===== src/design/fir131_pkg.sv =====
`timescale 1ns / 1ps
// Package for the 131-tap FIR filter: types, widths and the coefficient ROM.
package fir131_pkg;

    localparam int SAMPLE_W = 16;
    localparam int COEF_W   = 16;
    localparam int PROD_W   = 32;
    localparam int ROM_IDX_W = 8;
    localparam int ROM_TAPS = 131;
    localparam int ROM_HALF = 66;

    typedef enum logic [3:0] {
        ST_IDLE  = 4'b0001,
        ST_MAC   = 4'b0010,
        ST_DRAIN = 4'b0100,
        ST_FINAL = 4'b1000
    } t_state;

    typedef logic signed [COEF_W-1:0] t_coef;

    localparam t_coef COEF_HALF [ROM_HALF] = '{
        16'sd9, 16'sd20, 16'sd32, 16'sd42, 16'sd49, 16'sd52, 16'sd48, 16'sd38, 16'sd21,
        -16'sd3, -16'sd34, -16'sd70, -16'sd109, -16'sd149, -16'sd186, -16'sd218,
        -16'sd242, -16'sd256, -16'sd257, -16'sd247, -16'sd223, -16'sd189, -16'sd145,
        -16'sd96, -16'sd44, 16'sd4, 16'sd47, 16'sd79, 16'sd97, 16'sd100, 16'sd87,
        16'sd58, 16'sd18, -16'sd32, -16'sd84, -16'sd132, -16'sd170, -16'sd190,
        -16'sd187, -16'sd155, -16'sd91, 16'sd5, 16'sd132, 16'sd285, 16'sd458,
        16'sd640, 16'sd822, 16'sd990, 16'sd1132, 16'sd1236, 16'sd1290, 16'sd1287,
        16'sd1220, 16'sd1087, 16'sd891, 16'sd637, 16'sd333, -16'sd5, -16'sd364,
        -16'sd726, -16'sd1072, -16'sd1385, -16'sd1648, -16'sd1846, -16'sd1970,
        16'sd30756
    };

    // Q1.15 coefficient h[k]; symmetric, zero beyond the ROM
    function automatic t_coef rom_q15(input logic [ROM_IDX_W-1:0] k);
        logic [ROM_IDX_W-1:0] mirror;
        t_coef                c;
        mirror = ROM_IDX_W'(ROM_TAPS - 1) - k;
        if (k >= ROM_IDX_W'(ROM_TAPS)) begin
            c = '0;
        end else if (k < ROM_IDX_W'(ROM_HALF)) begin
            c = COEF_HALF[k[6:0]];
        end else begin
            c = COEF_HALF[mirror[6:0]];
        end
        return c;
    endfunction

endpackage


===== src/design/fir_filter_131_tap.sv =====
`timescale 1ns / 1ps
// Top level: direct-form FIR filter with one shared multiply-accumulate unit.
//
//  channel | valid       | ready       | payload
//  --------+-------------+-------------+------------------------
//  input   | i_in_valid  | o_in_ready  | i_sample_in  (s16)
//  output  | o_out_valid | i_out_ready | o_sample_out (s16)
//
// Each item runs one MAC step per tap through a single RAM read port and one
// 16x16 multiplier, then drains the MAC pipeline and rounds in ST_FINAL, where
// it waits for a free output register; the next item is taken in idle.
// o_in_ready is high only when idle.
// Reset clears the history valid bits at once; no clearing pass is needed.
// A stalled output holds the result; the next item is taken meanwhile.
module fir_filter_131_tap #(
    parameter int TAP_COUNT      = 131,
    parameter int COEF_FRAC_BITS = 15
) (
    input  logic        i_clk,
    input  logic        i_rst_n,
    input  logic        i_in_valid,
    output logic        o_in_ready,
    input  logic [15:0] i_sample_in,
    output logic        o_out_valid,
    input  logic        i_out_ready,
    output logic [15:0] o_sample_out
);

    localparam int PTR_W   = (TAP_COUNT > 1) ? $clog2(TAP_COUNT) : 1;
    localparam int ACC_W   = fir131_pkg::PROD_W + PTR_W + 1;
    localparam int C_SHIFT = 15 - COEF_FRAC_BITS;
    localparam int C_HALF  = (C_SHIFT == 0) ? 0 : (1 << (C_SHIFT - 1));
    localparam int RND     = 1 << (COEF_FRAC_BITS - 1);
    localparam logic [PTR_W-1:0] LAST = PTR_W'(TAP_COUNT - 1);
    localparam logic signed [ACC_W:0] SAT_HI = (ACC_W+1)'(32767);
    localparam logic signed [ACC_W:0] SAT_LO = (ACC_W+1)'(-32768);

    fir131_pkg::t_state r_state, n_state;

    logic [PTR_W-1:0]         r_ptr;
    logic [PTR_W-1:0]         r_idx;
    logic [PTR_W-1:0]         r_k;
    logic [TAP_COUNT-1:0]     r_vld;
    logic                     r_vld_d1;
    logic                     r_p1;
    logic                     r_p2;
    fir131_pkg::t_coef        r_coef;
    logic signed [31:0]       r_prod;
    logic signed [ACC_W-1:0]  r_acc;
    logic                     r_out_valid;
    logic [15:0]              r_out;

    logic                     w_accept;
    logic                     w_issue;
    logic                     w_load;
    logic [15:0]              w_rdata;
    logic signed [15:0]       w_x;
    fir131_pkg::t_coef        w_c15;
    logic signed [16:0]       w_cb;
    logic signed [16:0]       w_cs;
    logic signed [ACC_W:0]    w_rnd;
    logic signed [ACC_W:0]    w_shr;
    logic [15:0]              w_sat;

    assign o_in_ready = (r_state == fir131_pkg::ST_IDLE);
    assign w_accept   = i_in_valid && o_in_ready;
    assign w_issue    = (r_state == fir131_pkg::ST_MAC);
    assign w_load     = (r_state == fir131_pkg::ST_FINAL) && (!r_out_valid || i_out_ready);

    fir131_ram #(
        .WIDTH (16),
        .DEPTH (TAP_COUNT)
    ) u_line (
        .i_clk   (i_clk),
        .i_we    (w_accept),
        .i_waddr (r_ptr),
        .i_wdata (i_sample_in),
        .i_raddr (r_idx),
        .o_rdata (w_rdata)
    );

    // coefficient rescaled to COEF_FRAC_BITS, rounded half up
    always_comb begin
        w_c15 = fir131_pkg::rom_q15(fir131_pkg::ROM_IDX_W'(r_k));
        w_cb  = {w_c15[15], w_c15} + 17'(C_HALF);
        w_cs  = w_cb >>> C_SHIFT;
    end

    assign w_x = r_vld_d1 ? $signed(w_rdata) : 16'sd0;

    always_comb begin
        w_rnd = {r_acc[ACC_W-1], r_acc} + (ACC_W+1)'(RND);
        w_shr = w_rnd >>> COEF_FRAC_BITS;
        if (w_shr > SAT_HI) begin
            w_sat = 16'h7fff;
        end else if (w_shr < SAT_LO) begin
            w_sat = 16'h8000;
        end else begin
            w_sat = w_shr[15:0];
        end
    end

    always_comb begin
        n_state = r_state;
        unique case (r_state)
            fir131_pkg::ST_IDLE:  if (w_accept) n_state = fir131_pkg::ST_MAC;
            fir131_pkg::ST_MAC:   if (r_k == LAST) n_state = fir131_pkg::ST_DRAIN;
            fir131_pkg::ST_DRAIN: if (!r_p1 && !r_p2) n_state = fir131_pkg::ST_FINAL;
            fir131_pkg::ST_FINAL: if (w_load) n_state = fir131_pkg::ST_IDLE;
            default:              n_state = fir131_pkg::ST_IDLE;
        endcase
    end

    always_ff @(posedge i_clk) begin
        if (!i_rst_n) begin
            r_state     <= fir131_pkg::ST_IDLE;
            r_ptr       <= '0;
            r_vld       <= '0;
            r_p1        <= 1'b0;
            r_p2        <= 1'b0;
            r_out_valid <= 1'b0;
        end else begin
            r_state <= n_state;
            r_p1    <= w_issue;
            r_p2    <= r_p1;
            if (w_accept) begin
                r_vld[r_ptr] <= 1'b1;
                r_ptr        <= (r_ptr == LAST) ? '0 : r_ptr + 1'b1;
            end
            if (w_load) begin
                r_out_valid <= 1'b1;
            end else if (i_out_ready) begin
                r_out_valid <= 1'b0;
            end
        end
    end

    always_ff @(posedge i_clk) begin
        if (w_accept) begin
            r_idx <= r_ptr;
            r_k   <= '0;
            r_acc <= '0;
        end else begin
            if (w_issue) begin
                r_idx <= (r_idx == '0) ? LAST : r_idx - 1'b1;
                r_k   <= r_k + 1'b1;
            end
            if (r_p2) begin
                r_acc <= r_acc + {{(ACC_W-32){r_prod[31]}}, r_prod};
            end
        end
        r_vld_d1 <= r_vld[r_idx];
        r_coef   <= w_cs[15:0];
        r_prod   <= w_x * r_coef;
        if (w_load) begin
            r_out <= w_sat;
        end
    end

    assign o_out_valid  = r_out_valid;
    assign o_sample_out = r_out;

    a_start: assert property (@(posedge i_clk) disable iff (!i_rst_n)
        w_accept |=> (r_state == fir131_pkg::ST_MAC) && (r_k == '0) && (r_acc == '0))
        else $error("MAC sequence did not start cleanly");

    a_ptr_range: assert property (@(posedge i_clk) disable iff (!i_rst_n)
        (r_ptr <= LAST))
        else $error("write pointer out of range");

    a_pipe: assert property (@(posedge i_clk) disable iff (!i_rst_n)
        r_p2 |-> $past(r_p1))
        else $error("MAC pipeline out of order");

    a_drain_done: assert property (@(posedge i_clk) disable iff (!i_rst_n)
        (r_state == fir131_pkg::ST_FINAL) |-> (!r_p1 && !r_p2))
        else $error("rounding started before accumulation finished");

endmodule


===== src/design/fir131_ram.sv =====
`timescale 1ns / 1ps
// Generic single-write, single-read RAM with registered read data.
module fir131_ram #(
    parameter int WIDTH = 16,
    parameter int DEPTH = 131
) (
    input  logic                                     i_clk,
    input  logic                                     i_we,
    input  logic [(DEPTH > 1 ? $clog2(DEPTH) : 1)-1:0] i_waddr,
    input  logic [WIDTH-1:0]                         i_wdata,
    input  logic [(DEPTH > 1 ? $clog2(DEPTH) : 1)-1:0] i_raddr,
    output logic [WIDTH-1:0]                         o_rdata
);

    logic [WIDTH-1:0] r_mem [DEPTH];
    logic [WIDTH-1:0] r_rdata;

    always_ff @(posedge i_clk) begin
        if (i_we) begin
            r_mem[i_waddr] <= i_wdata;
        end
        r_rdata <= r_mem[i_raddr];
    end

    assign o_rdata = r_rdata;

endmodule


===== config.mk =====
export PLATFORM = sky130hd
export DESIGN_NAME = fir_filter_131_tap
export DESIGN_NICKNAME = d
export VERILOG_FILES = /design/src/design/fir131_pkg.sv /design/src/design/fir_filter_131_tap.sv /design/src/design/fir131_ram.sv
export SDC_FILE = /design/constraint.sdc
export NUM_CORES = 2
export LEC_CHECK = 0
export BUFFER_PORTS_ARGS = -buffer_cell sky130_fd_sc_hd__buf_2
export CORE_MARGIN = 8
export CORE_UTILIZATION = 29
export CTS_BUF_LIST = sky130_fd_sc_hd__clkbuf_2
export DETAILED_ROUTE_END_ITERATION = 7
export PLACE_DENSITY = 0.43
export SYNTH_ARGS = -nofsm -noshare
export SYNTH_HDL_FRONTEND = slang
export SYNTH_SLANG_ARGS = --single-unit

===== constraint.sdc =====
create_clock -name i_clk -period 10 [get_ports i_clk]
set_input_delay 2 -clock i_clk [delete_from_list [all_inputs] [get_ports i_clk]]
set_output_delay 2 -clock i_clk [all_outputs]
set_load 0.02 [all_outputs]

# Yosys cells after proc, flatten, opt, wreduce, memory -nomap -nowiden
# Memory sizes are Yosys's and may differ from the RTL's. A register that Yosys moved wholly into a read port is not among the register bits.
# Index checks and enable logic that the tools add are counted.
[totals]
ff_bits = 268
ramBits = 2096
mem_bits_ro = 4096
in_bits = 20
out_inout_bits = 18
word_cells = 81
n_memories = 3
[op_classes]
n_addsub = 6
n_mul = 1
magnitude_cmp = 9
n_eq_ne = 10
muxes = 24
n_bitwise = 3
n_reduce_logical = 12
[mem_list]
columns = ["name", "depth", "word_bits", "read_ports", "rd_clocked_by_memory_dff", "write_ports", "line", "rtl"]
rows = [
  ["u_line.r_mem", 131, 16, 1, 1, 1, "fir131_ram.sv:15", "logic [WIDTH-1:0] r_mem [DEPTH];"],
  ["(no name shown)", 128, 16, 1, 0, 0, "fir131_pkg.sv:44", "c = COEF_HALF[mirror[6:0]];"],
  ["(no name shown)", 128, 16, 1, 0, 0, "fir131_pkg.sv:42", "c = COEF_HALF[k[6:0]];"],
]
[op_table]
columns = ["operator", "count"]
rows = [
  ["$or A131 B131 Y131", 1],
  ["$mux W16", 7],
  ["$add A41 B16 Y42 const B", 1],
  ["$add A41 B41 Y41", 1],
  ["$mul A16 B16 Y32", 1],
  ["$mux W8", 4],
  ["$gt A27 B16 Y1 const B", 1],
  ["$lt A27 B16 Y1 const B", 1],
  ["$ge A8 B8 Y1 const B", 3],
  ["$lt A8 B9 Y1 const B", 2],
  ["$add A8 B1 Y8 const B", 2],
  ["$eq A8 B8 Y1 const B", 2],
  ["$mux W4", 4],
  ["$not A7 Y8", 2],
  ["$pmux W4 S4", 1],
  ["$bmux W1 S8", 1],
  ["$demux W1 S8", 1],
  ["$ge A8 B1 Y1 const B", 1],
  ["$logic_not A8 Y1", 1],
  ["$lt A8 B7 Y1 const B", 1],
  ["$sub A8 B1 Y8 const B", 1],
  ["$sub A2 B7 Y7 const A", 1],
  ["$mux W1", 6],
  ["$eq A4 B1 Y1 const B", 1],
  ["other kinds (10)", 18],
]

# Depth between registers and ports, before layout
[depth]
word_depth = 6
ltp_mapped = 27
mapped_depth_nobuf = 25

# Modules after synthesis
# Synthesis repeated with hierarchy kept, for this count alone.
[hier_totals]
hier_cells = 6780
hier_area_um2 = 106626.0
[modules_own_cells]
columns = ["mod", "n_inst", "cells_each", "area_per_inst_um2", "seq_area_each_um2"]
rows = [
  ["fir131_ram", 1, 3956, 82022.4, 63260.7],
  ["fir_filter_131_tap", 1, 2824, 24603.6, 5545.3],
]

# Worst setup path before layout
# Ideal clock, no wire load.
[synth_path]
kind = "register to register"
startpoint = "register r_vld_d1"
endpoint = "register r_prod[31]"
setup_time_ps = 123
t_arrival_ps = 6426
required_ps = 9877
slack_ps = 3451
path_stages_with_launch = 25
path_buffers = 3
cell_sequence = "dfxtp_1 > clkbuf_1 > clkbuf_1 > clkbuf_1 > and3_1 > fa_1 > fa_1 > inv_1 > fa_1 > inv_1 > fa_1 > fa_1 > inv_1 > fa_1 > inv_1 > ha_1 > a21oi_1 > o21bai_1 > a21oi_1 > o21ai_0 > a31o_2 > a21o_1 > a21o_1 > o31ai_2 > xnor2_1"
[synth_between]
elab_chain_len = 2
[synth_lines]
columns = ["item", "line", "rtl"]
rows = [
  ["start: declaration", "fir_filter_131_tap.sv:44", "logic r_vld_d1;"],
  ["start signal: assignment", "fir_filter_131_tap.sv:152", "r_vld_d1 <= r_vld[r_idx];"],
  ["$mux W16", "fir_filter_131_tap.sv:89", "assign w_x = r_vld_d1 ? $signed(w_rdata) : 16'sd0;"],
  ["$mul A16 B16 Y32", "fir_filter_131_tap.sv:154", "r_prod <= w_x * r_coef;"],
  ["end signal: assignment", "fir_filter_131_tap.sv:154", ""],
  ["end: declaration", "fir_filter_131_tap.sv:48", "logic signed [31:0] r_prod;"],
]
# No other way between the ends.
# A chain may end at the register's enable or synchronous reset.

# Worst setup path after layout
# Same ends and word-level chain as after synthesis.

==> impl_results.md <==
- Rows: 220
- Sink Count: approximately 2400
- Via/cell ratio: 4.81
- Synthesized instance count: between 5000 and 6000
- Die area: 380000 um2
- CTS buffer count: 642
- Pre-Repair DR Iteration Count: 5
- Max clock buf depth: 4
- Critical Path Max Stage Delay: 0.88 ns
- Drt total wl: 297000 um
- RSZ-0062 raised after global routing: false
- Crit path buf inv count: 6
- Crit-path leading delay family: adder cells
- Slew HR: between 20% and 30%
- Setup TNS: 0 ns
- Final Cycle Share: 75.9%
- Switch Pwr: 5.75 mW
- Top_reg_cell synth: edfxtp_1
- First-pass GRT wire length: 428000 um
- Status: finished, final reports clean
- Mapped cell area: ~100000 um2
- Syn-to-layout area delta: 12.4%
- FMAX: around 130 MHz
- Worst slew pin tran: 1.17 ns
- Crit path time final: around 7.6 ns
- Iteration-0 DRC Markers: 4253
- Critical-path top delay cell: dfxtp_2
- Hold_buf cts: 0
- Clock transition at path regs: 0.10 ns
- WP data required: 11.82 ns
- Height of the die: 616 um
- Worst setup EP type: register
- WS Path Type: register to register
- Clock Skews: approximately 0.18 ns
- Cell Pwr Density: 176 nW/um2
- DR DRC count: 0
- Switching share of power: approximately 28%
- Remaining Overflow, GRT: 0
- Die W: 616 um
- Peak VDD IR: between 90 and 100 uV
- Routability Congestion: 0.787
- Clock share of power: 34.8%
- Seq/Total Area, Yosys: between 60% and 70%
- Starting density of the core: 29.1%
- R2R Setup Slk: 2.41 ns
- GRT Overall Usage: approximately 15%
- Final Slew Violations: 0
- PostCTS Resize Cnt: 0
- Initial antenna violation count: 26
- Synth Area per Inst: 17.9 um2
- Share of flip-flops with an asynchronous set or reset: 0%
- Largest net degree at the start of global routing: 125
- EDFF count, synth: between 2000 and 2500
- Layout Nets: 6781
- TritonCTS clock tree: built
- Root buffer cell: clkbuf_2
- Final ANT Viol Nets: 0
- Num ports: 38
- Crit-path most repeated cell: fa_1
- CP arrival: 9.40 ns
- Final Hold Viols: 0
- Layout cells sized above 1: a little under a third
- Max cap viols: 0
- Final setup fails: 0
- # port buffers: 37
- Critical Path Fanout Max: 61
- Via count: between 50000 and 60000
- Pint: 15.0 mW
- Sequential share of power: 52.8%
- HPWL Detailed: 176000 um
- DR WL/cell: 25.5 um
- Static Leak: 40.2 nW
- Flops & latches, synth: 2377
- Synth cell types: 90
- Critical Path Source Type: register
- Postcts setup bufs: 0
- Vias in the first global route: 60100
- Min Hold Slack: 0.382 ns
- Worst Hold Class: register to register
- Clock Latency Late Sink: 2.01 ns
- H-tree depth: 6
- Net Count, Synth: 6267
- Synth warn: 0
- Comb power frac: 12.4%
- Final Util: between 30% and 40%
- Core ar.: 359000 um2
==> stage by stage <==
step | std cells | total power [mW] | worst slack (ns) | instance area (um2)
3_3_place_gp | 10500 | 13.8 | 2.39 | 111000
6_report | 11600 | 20.7 | 2.41 | 117000
2_1_floorplan | 5844 | 12.7 | 3.45 | 104000
4_1_cts | 11600 | 21.1 | 2.39 | 117000
5_1_grt | 11600 | 21.7 | 1.98 | 117000
3_5_place_dp | 10500 | 13.8 | 2.34 | 111000
==> logic make-up after synthesis <==
family          share of synthesized area (%)
compound gates                           3.82
simple gates                             3.95
flops                                    65.9
fa+ha+maj                                6.65
xor+xnor                                0.998
buf+inv                                  2.57
mux                                      16.1
==> cell usage after synthesis, types with 20 or more instances <==
| cell | count | area (um2) |
|---|---|---|
| o211ai_1 | 30 | 225 |
| mux4_2 | 716 | 16100 |
| o21a_1 | 137 | 1030 |
| inv_1 | 357 | 1340 |
| buf_1 | 40 | 150 |
| clkbuf_1 | 220 | 826 |
| xor2_1 | 39 | 342 |
| xnor2_1 | 80 | 701 |
| nand2b_1 | 30 | 188 |
| fa_1 | 253 | 5060 |
| mux2i_1 | 71 | 711 |
| dfxtp_1 | 257 | 5140 |
| o21ai_0 | 115 | 576 |
| nand3_1 | 56 | 280 |
| and2_1 | 28 | 175 |
| nor2b_1 | 20 | 125 |
| and3_1 | 99 | 619 |
| a21o_1 | 32 | 240 |
| ha_1 | 150 | 1880 |
| nor3_1 | 23 | 115 |
| a21oi_1 | 112 | 561 |
| buf_2 | 59 | 295 |
| nor2_1 | 307 | 1150 |
| nand4_1 | 25 | 156 |
| nand2_1 | 235 | 882 |
| edfxtp_1 | 2120 | 63700 |
==> power by group through the flow <==
stage / logic (mW) / registers, mW / clock network (mW)
after CTS: 2.65 / 10.9 / 7.54
final: 2.57 / 10.9 / 7.20
after global placement: 2.65 / 11.2 / 0
after global routing: 2.72 / 11.0 / 8.00
after detailed placement: 2.65 / 11.2 / 0
after floorplan: 1.57 / 11.1 / 0
==> cell type report <==
cell class	count	area [um2]
clock buffer	991	4960
clock inverter	135	1100
fill	34900	241000
antenna	15	37.5
sequential	2377	68800
inverter	360	1350
multi-input combinational	2782	33600
tap	4773	5970
timing repair buffer	195	1560
==> layer usage <==
metal  vias to the layer above  track usage [%]  wire (um)
met3                       420             2.72      13800
met2                      1494             25.7     145000
met4                        18             3.88       6150
met5                         -                0        113
met1                     29700             20.6     132000
li1                      24300                -          -
==> cells in the final DEF (no fill, tap or decap), types with 54 or more instances in the layout <==
| cell type | Yosys | final |
|---|---|---|
| xnor2_1 | 80 | 77 |
| nor2_2 | 0 | 74 |
| clkinv_1 | 3 | 74 |
| ha_1 | 150 | 150 |
| edfxtp_1 | 2120 | 2120 |
| dfxtp_1 | 257 | 254 |
| mux4_2 | 716 | 716 |
| o21a_1 | 137 | 137 |
| mux2i_1 | 71 | 71 |
| a21oi_1 | 112 | 112 |
| nor2_4 | 0 | 54 |
| nand2_1 | 235 | 234 |
| o21ai_0 | 115 | 115 |
| nor2_1 | 307 | 179 |
| clkbuf_2 | 0 | 991 |
| fa_1 | 253 | 253 |
| buf_4 | 2 | 163 |
| inv_1 | 357 | 357 |
| and3_1 | 99 | 99 |
==> worst paths after layout <==
path | cells past startpoint | startpoint | end
worst min-delay path | 2 | u_line.r_mem[130][11] | u_line.o_rdata[11]
worst max-delay path | 25 | r_vld_d1 | r_prod[31]
worst min register to register | 2 | u_line.r_mem[130][11] | u_line.o_rdata[11]
worst max register to register | 25 | r_vld_d1 | r_prod[31]
==> flip-flops by register name (all words and copies together) (netlist names) <==
| signal | cells |
|---|---|
| u_line.o_rdata | 16 |
| r_vld | 131 |
| r_ptr | 8 |
| u_line.r_mem | 2096 |
| r_state | 4 |
| r_vld_d1 | 1 |
| r_p1 | 1 |
| r_idx | 8 |
| r_prod | 32 |
| r_coef | 13 |
| r_k | 8 |
| o_out_valid | 1 |
| r_acc | 41 |
| r_p2 | 1 |
| o_sample_out | 16 |
==> tightest hold or removal path: stages (launching register included) <==
cell and delay (ns):
edfxtp_1 0.34, o211ai_1 0.08, o21ai_1 0.07
(Power assumes the default switching activity.)
